`src/hdl/wtss_pkg.sv`:
```
package wtss_pkg;

   localparam int NUM_W  = 26;
   localparam int REM_W  = 16;
   localparam int COL_W  = 10;
   localparam int CH_N   = 3;
   localparam int CH_W   = 8;
   localparam int TYPE_WRITE = 0;

   typedef struct packed {
      logic                 is_shade;
      logic                 drop;
      logic                 neg;
      logic [13:0]          texel_addr;
      logic [23:0]          texel_value;
      logic [1:0]           tex;
      logic [COL_W-1:0]     col;
      logic [15:0]          perp_dist;
   } side_type;

   typedef struct packed {
      logic [REM_W-1:0]     rem;
      logic [NUM_W-1:0]     num;
      logic [NUM_W-1:0]     quo;
      logic [15:0]          den;
   } rdiv_type;

   typedef struct packed {
      logic [CH_N-1:0][15:0]     rem;
      logic [CH_N-1:0][CH_W-1:0] num;
      logic [CH_N-1:0][CH_W-1:0] quo;
      logic [CH_N-1:0][CH_W-1:0] chan;
      logic [15:0]               divisor;
      logic                      pass;
      logic                      zero;
   } cdiv_type;

endpackage

```
`src/hdl/wtss_cdiv_cell.sv`:
```
module wtss_cdiv_cell #(
   parameter int BIT = 0
) (
   input  logic               clock,
   input  logic               reset,
   input  logic               up_valid,
   output logic               up_ready,
   input  wtss_pkg::cdiv_type up_div,
   output logic               dn_valid,
   input  logic               dn_ready,
   output wtss_pkg::cdiv_type dn_div
);
   import wtss_pkg::*;

   logic     valid_ff;
   cdiv_type div_ff;
   cdiv_type div_in;
   logic [CH_N-1:0][16:0] trial;
   logic     ready;

   assign ready    = !valid_ff || dn_ready;
   assign up_ready = ready;
   assign dn_valid = valid_ff;
   assign dn_div   = div_ff;

   always_comb begin
      div_in = up_div;
      for (int k = 0; k < CH_N; k++) begin
         trial[k] = {up_div.rem[k], up_div.num[k][BIT]};
         if (trial[k] >= {1'b0, up_div.divisor}) begin
            div_in.rem[k]      = 16'(trial[k] - {1'b0, up_div.divisor});
            div_in.quo[k][BIT] = 1'b1;
         end else begin
            div_in.rem[k] = trial[k][15:0];
         end
      end
   end

   always_ff @(posedge clock) begin
      if (reset) begin
         valid_ff <= 1'b0;
      end else if (ready) begin
         valid_ff <= up_valid;
      end
   end

   always_ff @(posedge clock) begin
      if (ready) begin
         div_ff <= div_in;
      end
   end

endmodule

```
`config.mk`:
```
export PLATFORM = sky130hd
export DESIGN_NAME = wtss_cdiv_cell
export DESIGN_NICKNAME = d
export VERILOG_FILES = /design/src/hdl/wtss_pkg.sv /design/src/hdl/wtss_cdiv_cell.sv
export SDC_FILE = /design/constraint.sdc
export NUM_CORES = 1
export LEC_CHECK = 0
export BUFFER_PORTS_ARGS = -buffer_cell sky130_fd_sc_hd__buf_2
export CORE_ASPECT_RATIO = 0.9
export CORE_MARGIN = 5
export CORE_UTILIZATION = 50
export CTS_BUF_LIST = sky130_fd_sc_hd__clkbuf_8 sky130_fd_sc_hd__clkbuf_16
export DETAILED_ROUTE_END_ITERATION = 16
export PLACE_DENSITY = 0.92
export REMOVE_ABC_BUFFERS = 1
export SYNTH_ARGS = -nofsm -noshare
export SYNTH_HDL_FRONTEND = slang
export SYNTH_SLANG_ARGS = --single-unit
```
`constraint.sdc`:
```
create_clock -name clock -period 7.2 [get_ports clock]
set_clock_uncertainty 0.05 [all_clocks]
set_input_delay 1.44 -clock clock [delete_from_list [all_inputs] [get_ports clock]]
set_output_delay 1.44 -clock clock [all_outputs]
set_load 0.005 [all_outputs]
```
* Yosys cells after proc, flatten, opt, wreduce, memory -nomap -nowiden *
Index checks and enable logic that the tools add are counted.
Widths: inputs -> output; s select.

cells by class
  add/subtract/negate cells = 3
  multipliers = 0
  div/mod/pow operators = 0
  order comparisons = 3
  equality and inequality tests = 0
  shift-type cells = 0
  mux-type cells = 3
  bitwise operators = 0
  reduce and logical (&&, ||, !) cells = 2

operators with widths
  cell              count
  $ge 17x16->1      3
  $mux 16           3
  $sub 16x16->16    3
  $logic_not 1->1   1
  $logic_or 1x1->1  1

word-level totals
  flip-flop bits (word level) = 139
  latch bits = 0
  memory bits (writable) = 0
  bits in read-only memories = 0
  input bits = 142
  output and inout bits = 140
  logic and storage cells = 30
  memories = 0

* Depth between registers and ports, before layout *
  depth in word-level cells = 2
  depth in mapped cells = 11
  gate-level depth less buffers = 9

* Least setup slack after synthesis *
No wires, ideal clock.

  path kind = input to output
  start = input port dn_ready
  end = output port up_ready
  arrival = 4.820 ns
  data required time = 5.710 ns
  setup slack = 0.890 ns
  stages on the path = 1
  path buffers = 0
  path through = nand2b_1

between the ends
  longest elaborated chain between the ends = 1

RTL lines
  item              RTL line              source
  from (decl)       wtss_cdiv_cell.sv:10  input logic dn_ready,
  $logic_or 1x1->1  wtss_cdiv_cell.sv:21  assign ready = !valid_ff || dn_ready;
  to (decl)         wtss_cdiv_cell.sv:7   output logic up_ready,

No other way between the ends.

==> impl_metrics.toml <==
[drt]
drc_errors = 0
vias_per_cell = 5.67
routedWlPerCell_um = 20.5
ant_nets = 0
drtPass1Iterations = 5
drtIter0Drc = 540
routed_wl_mm = 22.2
num_vias = 6161

[timing]
finalSetupViolations = 0
tns_ns = 0
tightest_slew_ns = 1.02
hold_viol = 0
fin_crit_sh_pct = 55.3
period_needed_ns = 3.98
rsz0062_at_grt = "false"
slew_viol_final = 0
slew_headroom_pct = 32.1
max_freq_ghz = 0.251

[setup_path]
path_max_fanout = 17
start_kind = "primary input"
crit_required_ns = 7.32
worst-setup-path-type = "in -> reg"
r2r_cells = 3
cp_data_arrival_time_ns = 4.10
crit_path_end_kind = "register"

[cells_and_area]
fin_nets = 1059
utilization_pct = 65.7
layoutNonFillerInstCount = 1087
seqCellArea_mm2 = 0.00416
fin_area_mm2 = 0.00963
synthToLayoutAreaGrowth_pct = 29.1
fill_cells = 1064
multi_input_area_mm2 = 0.00308
drive_gt1_share_pct = 41.5

[placement]
placedCellCount = 1045
postPlaceCellArea_mm2 = 0.00904
portBuffers = 281
dpl.hpwl_mm = 16.7
gp_congestion = 0.930

[global_routing]
grt_max_degree = 84
grt_first_pass_wirelength_mm = 31.6
antenna_found_initial = 11
overflow = 0
grt_pass1_vias = 5896
grt_util_all_layers_pct = 23.7

[floorplan]
fp-row-count = 42
io_pins = 282
fp.dieH_um = 126
core_mm2 = 0.0147
design.die.area_mm2 = 0.0175
die_w_um = 139
initial_core_util_pct = 50.9

[clock_tree]
cts_tree = "done"
cts.repair.resized = 0
clockBufferDepth = 2
post_cts_buffers = 0
cts-root-buf = "clkbuf_16"
path_clk_slew_ns = 0.06
cts_hold_buf = 0
clock-sinks = 139
cts_buffers = 17
clk_latency_ns = 0.42
h-tree-depth = 4

[synth]
synth_edf_count = 138
yosys_warnings = 0
yosys.area.top_type = "edfxtp_1"
postSynthCellCount = 577
ys_seq_elements = 139
synth_area_leaders = "edfxtp_1 56%, ha_1 8.1%, mux2_2 4.1%"
synth-main-ff-cell = "edfxtp_1"
async_reset_ff_share_pct = 0
ys_seq_area_share_pct = 55.8
avgSynthCellArea_um2 = 12.9
yosys.area.top_type_share_pct = 55.6
syn-cell-area_mm2 = 0.00746
yosysUniqueCellTypes = 63

[power]
powerDensity_mw_per_mm2 = 245
power_w = 0.00236
p_leak_nw = 4.29
ir_drop_mv = 0.179

[worst_hold_path]
hold_class = "reg -> reg"
hold_depth = 2

[run]
drv_cap = 0

[status]
status = "completed"
==> where the power goes <==
| part | total, W | switching [W] | internal [W] |
|---|---|---|---|
| sequential | 0.00103 | 0.0000249 | 0.00100 |
| combinational | 0.000504 | 0.000265 | 0.000238 |
| clock | 0.000832 | 0.000347 | 0.000485 |
==> Yosys cell counts (4+ instances only) <==
cell type and count:
a211oi_1 4, a21boi_0 5, a21o_1 10, a21oi_1 39, a31oi_1 5, buf_2 6, edfxtp_1 138, ha_1 48
inv_1 33, mux2_2 27, mux2_4 11, mux2i_1 8, nand2_1 27, nand2b_1 6, nand3_1 14, nand4_1 6
nor2_1 22, nor2b_1 10, nor3_1 14, nor3b_1 5, nor4_1 5, o2111ai_1 4, o21a_1 9, o21ai_0 27
o31a_1 4, o31ai_1 5, or2_2 4, or3_1 6, xnor2_1 19, xor2_1 9
==> metal layers <==
metal | GRT usage [%] | part of all wire (%) | routed length [µm] | vias up
met2 | 42.9 | 53 | 11900 | 353
met5 | 0 | 0.063 | 14 | -
met1 | 25.6 | 35 | 7800 | 2930
met3 | 6.94 | 8.3 | 1850 | 62
li1 | - | - | - | 2812
met4 | 11.4 | 3.2 | 711 | 4
==> logic make-up after synthesis <==
group / share of synthesized area [%]
flops: 55.8
compound gates: 12.5
simple gates: 9.23
fa+ha+maj: 8.86
buf+inv: 2.89
mux: 7.37
xor+xnor: 3.29
==> placed cells by master (no fill, tap or decap), types with 11 or more instances in the layout <==
cell / instances
inv_1: 34
nand3_1: 14
ha_1: 48
nand2_1: 27
buf_2: 281
a21oi_1: 39
o21ai_0: 27
mux2_2: 27
clkbuf_16: 17
xnor2_1: 19
nor3_1: 14
nor2_1: 22
edfxtp_1: 138
mux2_4: 11
==> final cells by class <==
class,count,area share [%]
timing repair buffer,283,14.8
tap,198,2.57
sequential,139,43.2
antenna,10,0.260
clock buffer,18,4.56
inverter,33,1.29
clock inverter,14,1.29
multi-input combinational,392,32.0
==> state kept, by name, summed over array words and instances (netlist names) <==
| register | count |
|---|---|
| dn_valid | 1 |
| dn_div | 138 |
==> path summary, 6_finish.rpt <==
check	slack, ns	startpoint	endpoint
worst max register to register	4.71	dn_valid	dn_div[111]
worst max-delay path	3.22	up_div[3]	dn_div[113]
worst min-delay path	1.08	dn_valid	dn_div[94]
worst min register to register	1.08	dn_valid	dn_div[94]
==> worst max-delay path, stage by stage <==
cell	delay (ns)
buf_2	0.19
inv_1	0.11
ha_1	0.31
nor2b_1	0.16
o31a_1	0.31
o31ai_1	0.23
nand3_1	0.19
a41oi_4	0.75
mux2_2	0.41
==> per-stage QoR <==
| step | hold WS (ns) | setup slack, ns |
|---|---|---|
| after CTS | 1.07 | 3.21 |
| final | 1.08 | 3.22 |
| after detailed placement | 1.06 | 2.81 |
| after floorplan | 1.46 | 0.890 |
| after global placement | 1.05 | 2.87 |
| after global routing | 1.12 | 3.02 |
No activity file was read; power rests on OpenSTA's default activity.
