===== config.mk =====
export PLATFORM = sky130hd
export DESIGN_NAME = wtss_rdiv_cell
export DESIGN_NICKNAME = d
export VERILOG_FILES = /design/src/hdl/wtss_pkg.sv /design/src/hdl/wtss_rdiv_cell.sv
export SDC_FILE = /design/constraint.sdc
export NUM_CORES = 1
export LEC_CHECK = 0
export ABC_AREA = 1
export ABC_CLOCK_PERIOD_IN_PS = 4360
export BUFFER_PORTS_ARGS = -buffer_cell sky130_fd_sc_hd__buf_2
export CORE_MARGIN = 5
export CORE_UTILIZATION = 42
export CTS_BUF_LIST = sky130_fd_sc_hd__clkbuf_4
export CTS_CLUSTER_SIZE = 20
export DETAILED_ROUTE_END_ITERATION = 6
export GPL_TIMING_DRIVEN = 0
export PLACE_DENSITY = 0.78
export SYNTH_ARGS = -nofsm -noshare
export SYNTH_HDL_FRONTEND = slang
export SYNTH_SLANG_ARGS = --single-unit

===== constraint.sdc =====
create_clock -name clock -period 4.36 [get_ports clock]
set_input_delay 0.436 -clock clock [delete_from_list [all_inputs] [get_ports clock]]
set_output_delay 0.436 -clock clock [all_outputs]
set_load 0.02 [all_outputs]

===== src/hdl/wtss_pkg.sv =====
package wtss_pkg;

   localparam int NUM_W  = 26;
   localparam int REM_W  = 16;
   localparam int COL_W  = 10;
   localparam int CH_N   = 3;
   localparam int CH_W   = 8;
   localparam int TYPE_WRITE = 0;

   typedef struct packed {
      logic                 is_shade;
      logic                 drop;
      logic                 neg;
      logic [13:0]          texel_addr;
      logic [23:0]          texel_value;
      logic [1:0]           tex;
      logic [COL_W-1:0]     col;
      logic [15:0]          perp_dist;
   } side_type;

   typedef struct packed {
      logic [REM_W-1:0]     rem;
      logic [NUM_W-1:0]     num;
      logic [NUM_W-1:0]     quo;
      logic [15:0]          den;
   } rdiv_type;

   typedef struct packed {
      logic [CH_N-1:0][15:0]     rem;
      logic [CH_N-1:0][CH_W-1:0] num;
      logic [CH_N-1:0][CH_W-1:0] quo;
      logic [CH_N-1:0][CH_W-1:0] chan;
      logic [15:0]               divisor;
      logic                      pass;
      logic                      zero;
   } cdiv_type;

endpackage


===== src/hdl/wtss_rdiv_cell.sv =====
module wtss_rdiv_cell #(
   parameter int BIT = 0
) (
   input  logic               clock,
   input  logic               reset,
   input  logic               up_valid,
   output logic               up_ready,
   input  wtss_pkg::side_type up_side,
   input  wtss_pkg::rdiv_type up_div,
   output logic               dn_valid,
   input  logic               dn_ready,
   output wtss_pkg::side_type dn_side,
   output wtss_pkg::rdiv_type dn_div
);
   import wtss_pkg::*;

   logic     valid_ff;
   side_type side_ff;
   rdiv_type div_ff;
   rdiv_type div_in;
   logic [REM_W:0] trial;
   logic     ready;

   assign ready    = !valid_ff || dn_ready;
   assign up_ready = ready;
   assign dn_valid = valid_ff;
   assign dn_side  = side_ff;
   assign dn_div   = div_ff;

   always_comb begin
      div_in = up_div;
      trial  = {up_div.rem, up_div.num[BIT]};
      if (trial >= {1'b0, up_div.den}) begin
         div_in.rem      = REM_W'(trial - {1'b0, up_div.den});
         div_in.quo[BIT] = 1'b1;
      end else begin
         div_in.rem = trial[REM_W-1:0];
      end
   end

   always_ff @(posedge clock) begin
      if (reset) begin
         valid_ff <= 1'b0;
      end else if (ready) begin
         valid_ff <= up_valid;
      end
   end

   always_ff @(posedge clock) begin
      if (ready) begin
         side_ff <= up_side;
         div_ff  <= div_in;
      end
   end

endmodule


## Yosys cells after proc, flatten, opt, wreduce, memory -nomap -nowiden

Cells that the tools add are included.

- Output and inout bits: 155
- Register bits after elaboration: 154
- Bits of input ports: 157
- Logic and storage cells: 19

- Reduce and logical (&&, ||, !) cells: 2
- Magnitude comparators: 1
- Multiplexer cells: 1
- Add/subtract/negate cells: 1

Operators by type and width:

| operator | number |
|---|---|
| >= comparator 17 x 16 -> 1 bit | 1 |
| two-way mux 16 bit | 1 |
| subtractor 16 bit | 1 |
| zero test 1 bit | 1 |
| logical OR 1 bit | 1 |

## Logic depth before layout (Yosys ltp)

- Depth after elaboration: 2
- Mapped depth: 15

## Worst setup path after synthesis

Ideal clock, no wire load.

- Path kind: register to register
- From: register valid_ff, in the netlist dn_valid
- To: register div_ff, in the netlist dn_div[0] (enable)
- Setup slack: -41 ps
- Stages on the path, launching flop included: 2
- Arrival time: 3075 ps
- Cell sequence: dfxtp_1 > nand2_1

- Longest elaborated chain between the ends: 2

RTL lines:

| item | line | source |
|---|---|---|
| start: declaration | wtss_rdiv_cell.sv:17 | `logic valid_ff;` |
| start signal: assignment | wtss_rdiv_cell.sv:45 | `valid_ff <= up_valid;` |
| zero test 1 bit | wtss_rdiv_cell.sv:24 | `assign ready = !valid_ff \|\| dn_ready;` |
| logical OR 1 bit | wtss_rdiv_cell.sv:24 |  |
| net up_ready | wtss_rdiv_cell.sv:7 | `output logic up_ready,` |
| end signal: assignment | wtss_rdiv_cell.sv:52 | `div_ff <= div_in;` |
| end: declaration | wtss_rdiv_cell.sv:19 | `rdiv_type div_ff;` |

The timed path passes the listed nets, and every way through them passes these cells.
A chain may end at the register's enable or synchronous reset.

## Final worst setup path

- From: register valid_ff, in the netlist dn_valid
- To: output up_ready

- Longest elaborated chain between the ends: 2

RTL lines:

| item | line |
|---|---|
| zero test 1 bit | wtss_rdiv_cell.sv:24 |
| logical OR 1 bit | wtss_rdiv_cell.sv:24 |
| end: declaration | wtss_rdiv_cell.sv:7 |

Every way passes these cells.

==> results.json <==
{
  "cp-start-kind": "flip-flop",
  "grt_usage": 0.202,
  "crit_path_start": "dn_valid",
  "top_level_ports": 312,
  "ff2ff_setup_slack_ps": 2790,
  "final_cell_mix": "buf_2, edfxtp_1, nand2_1, dlygate4sd3_1, inv_1",
  "wire_per_inst_um": 19.1,
  "grt_pass1_wl_um": 24600,
  "drv_slew": 0,
  "grt_max_degree": 110,
  "synth_ff_type": "edfxtp_1",
  "synth_nets": 606,
  "clk_latency_ps": 560,
  "cts.clk_slew.worst_paths_ps": 140,
  "via_per_inst": 4.69,
  "synth_edf_count": 153,
  "worst_slew_pin_slew_ps": 509,
  "die_y_um": 130,
  "final.setup_skew_ps": 27.3,
  "rows": 43,
  "p_leak_nw": 4.26,
  "netlist_area_um2": 6020,
  "r2r_cells": 2,
  "cts_buffers": 17,
  "antenna_found_initial": 7,
  "drt_iter0_drc": 302,
  "dp_cells": 924,
  "endpoint": "up_ready",
  "cts_tree": "built",
  "drtAntennaViolNets": 0,
  "final.period_utilization": 0.454,
  "setup_tns_ps": 0,
  "cap_violations": 0,
  "hp-class": "input port to flip-flop",
  "hpwlAfterDp_um": 14200,
  "clockBufferDepth": 2,
  "synth_top_area_frac": 0.763,
  "synth_cells": 432,
  "synthArstFlopShare": 0,
  "worstSetupPathType": "flip-flop to output port",
  "cp.arrival_ps": 1550,
  "synthTopCellsByArea": "edfxtp_1, nand2_1, inv_1, ha_1, nand3_1",
  "root_buffer": "clkbuf_4",
  "gp_congestion": 0.947,
  "io_buffers": 311,
  "period_minus_slack_ps": 1980,
  "h-tree-depth": 4,
  "worstSetupEndpointType": "output port",
  "yosysUniqueCellTypes": 29,
  "timing.rr.end": "dn_div[16]",
  "ir_worst_vdd_uv": 148,
  "clock.fmax_mhz": 505,
  "instances_no_fill": 1039,
  "dr.pass1.iters": 5,
  "synth_seq_area_share": 0.766,
  "status": "finished clean",
  "final_common_cell": "buf_2",
  "relSlewSlack": 0.661,
  "grt_pass1_vias": 4477,
  "final_hold_viol_count": 0,
  "hold_depth": 1,
  "cts_setup_buffers": 0,
  "synth_top_area_cell": "edfxtp_1",
  "finalSetupViolations": 0,
  "overflow": 0,
  "crit_required_ps": 3920,
  "rsz0062_at_grt": "false",
  "start_util": 0.430,
  "vias": 4869,
  "syn_area_per_cell_um2": 13.9,
  "yosys_warnings": 0,
  "layout-drive-gt1-share": 0.434,
  "die_w_um": 130,
  "syn_to_final_growth_pct": 48.0,
  "nNetsFinal": 1012,
  "synth-seq-cells": 154,
  "wirelength_um": 19800,
  "path_max_fanout": 47,
  "powerDensity_nw_per_um2": 374,
  "r2r-start": "dn_valid",
  "die-area_um2": 16800,
  "fill_cells": 1050,
  "drc": 0,
  "coreArea_um2": 14000,
  "cts.sinks": 154
}
[routing by layer]
| metal | track usage | share of wire | vias to the layer above | wire, um |
|---|---|---|---|---|
| met1 | 0.205 | 0.33 | 2281 | 6590 |
| met4 | 0.105 | 0.031 | 0 | 618 |
| met3 | 0.0692 | 0.087 | 44 | 1720 |
| met2 | 0.366 | 0.55 | 242 | 10900 |
| li1 | - | - | 2302 | - |
| met5 | 0 | 0 | - | 0 |
[cells by family after synthesis]
kind of cell | Yosys count | synth area share
flops | 154 | 0.766
simple gates | 175 | 0.131
xor+xnor | 6 | 0.00873
compound gates | 12 | 0.0110
fa+ha+maj | 17 | 0.0366
buf+inv | 68 | 0.0466
[how the worst min path moves through the flow]
stage,start,endpoint
global route,up_div[51],dn_div[51]
detailed placement,reset,dn_valid
CTS,up_side[61],dn_side[61]
floorplan,reset,dn_valid
global placement,reset,dn_valid
finish,up_side[57],dn_side[57]
[area by class of cell]
cell class	count	area [um2]	area share
flip-flops and latches	154	4610	0.518
repair buffers	387	2330	0.262
multi-input cells	210	1140	0.128
inverters	65	246	0.0277
well taps	180	225	0.0253
clock inverters	15	166	0.0187
clock buffers	17	128	0.0143
plain buffers	3	33.8	0.00379
diodes	8	20.0	0.00225
[synth_stat cells (3+ instances only)]
cell type,number
a21oi_1,8
buf_6,3
edfxtp_1,153
ha_1,16
inv_1,56
inv_2,8
nand2_1,112
nand2_2,5
nand3_1,26
nand3b_1,3
nand4_1,4
nor2_1,13
xor2_1,5
[state kept, by name (all words and copies together), names as in the netlist]
register / flops
dn_div: 84
dn_side: 69
dn_valid: 1
[stage by stage]
| step | setup WS (ps) | utilization | hold slack (ps) | power [W] | instance area (um2) |
|---|---|---|---|---|---|
| 6_report | 2380 | 0.637 | 56.1 | 0.00333 | 8910 |
| 5_1_grt | 2270 | 0.637 | -8.72 | 0.00349 | 8910 |
| 4_1_cts | 2330 | 0.591 | 0.103 | 0.00329 | 8260 |
| 3_5_place_dp | 2010 | 0.561 | 601 | 0.00241 | 7850 |
| 3_3_place_gp | 392 | 0.558 | 592 | 0.00239 | 7800 |
| 2_1_floorplan | 1540 | - | 505 | 0.00217 | 6020 |
[critical path: stages (launching register included)]
cell	delay, ps
dfxtp_1	460
nand2_8	260
buf_2	260
[where the power goes]
part	switching, W	internal (W)	total (W)
Sequential	0.0000339	0.00176	0.00180
Clock	0.000538	0.000353	0.000891
Combinational	0.000399	0.000243	0.000642
[repair_timing]
item,CTS,global route
hold buffers,12,63
gates resized for setup,0,0
hold endpoints to repair,12,63
setup endpoints to repair,0,0
(Power assumes the default switching activity.)
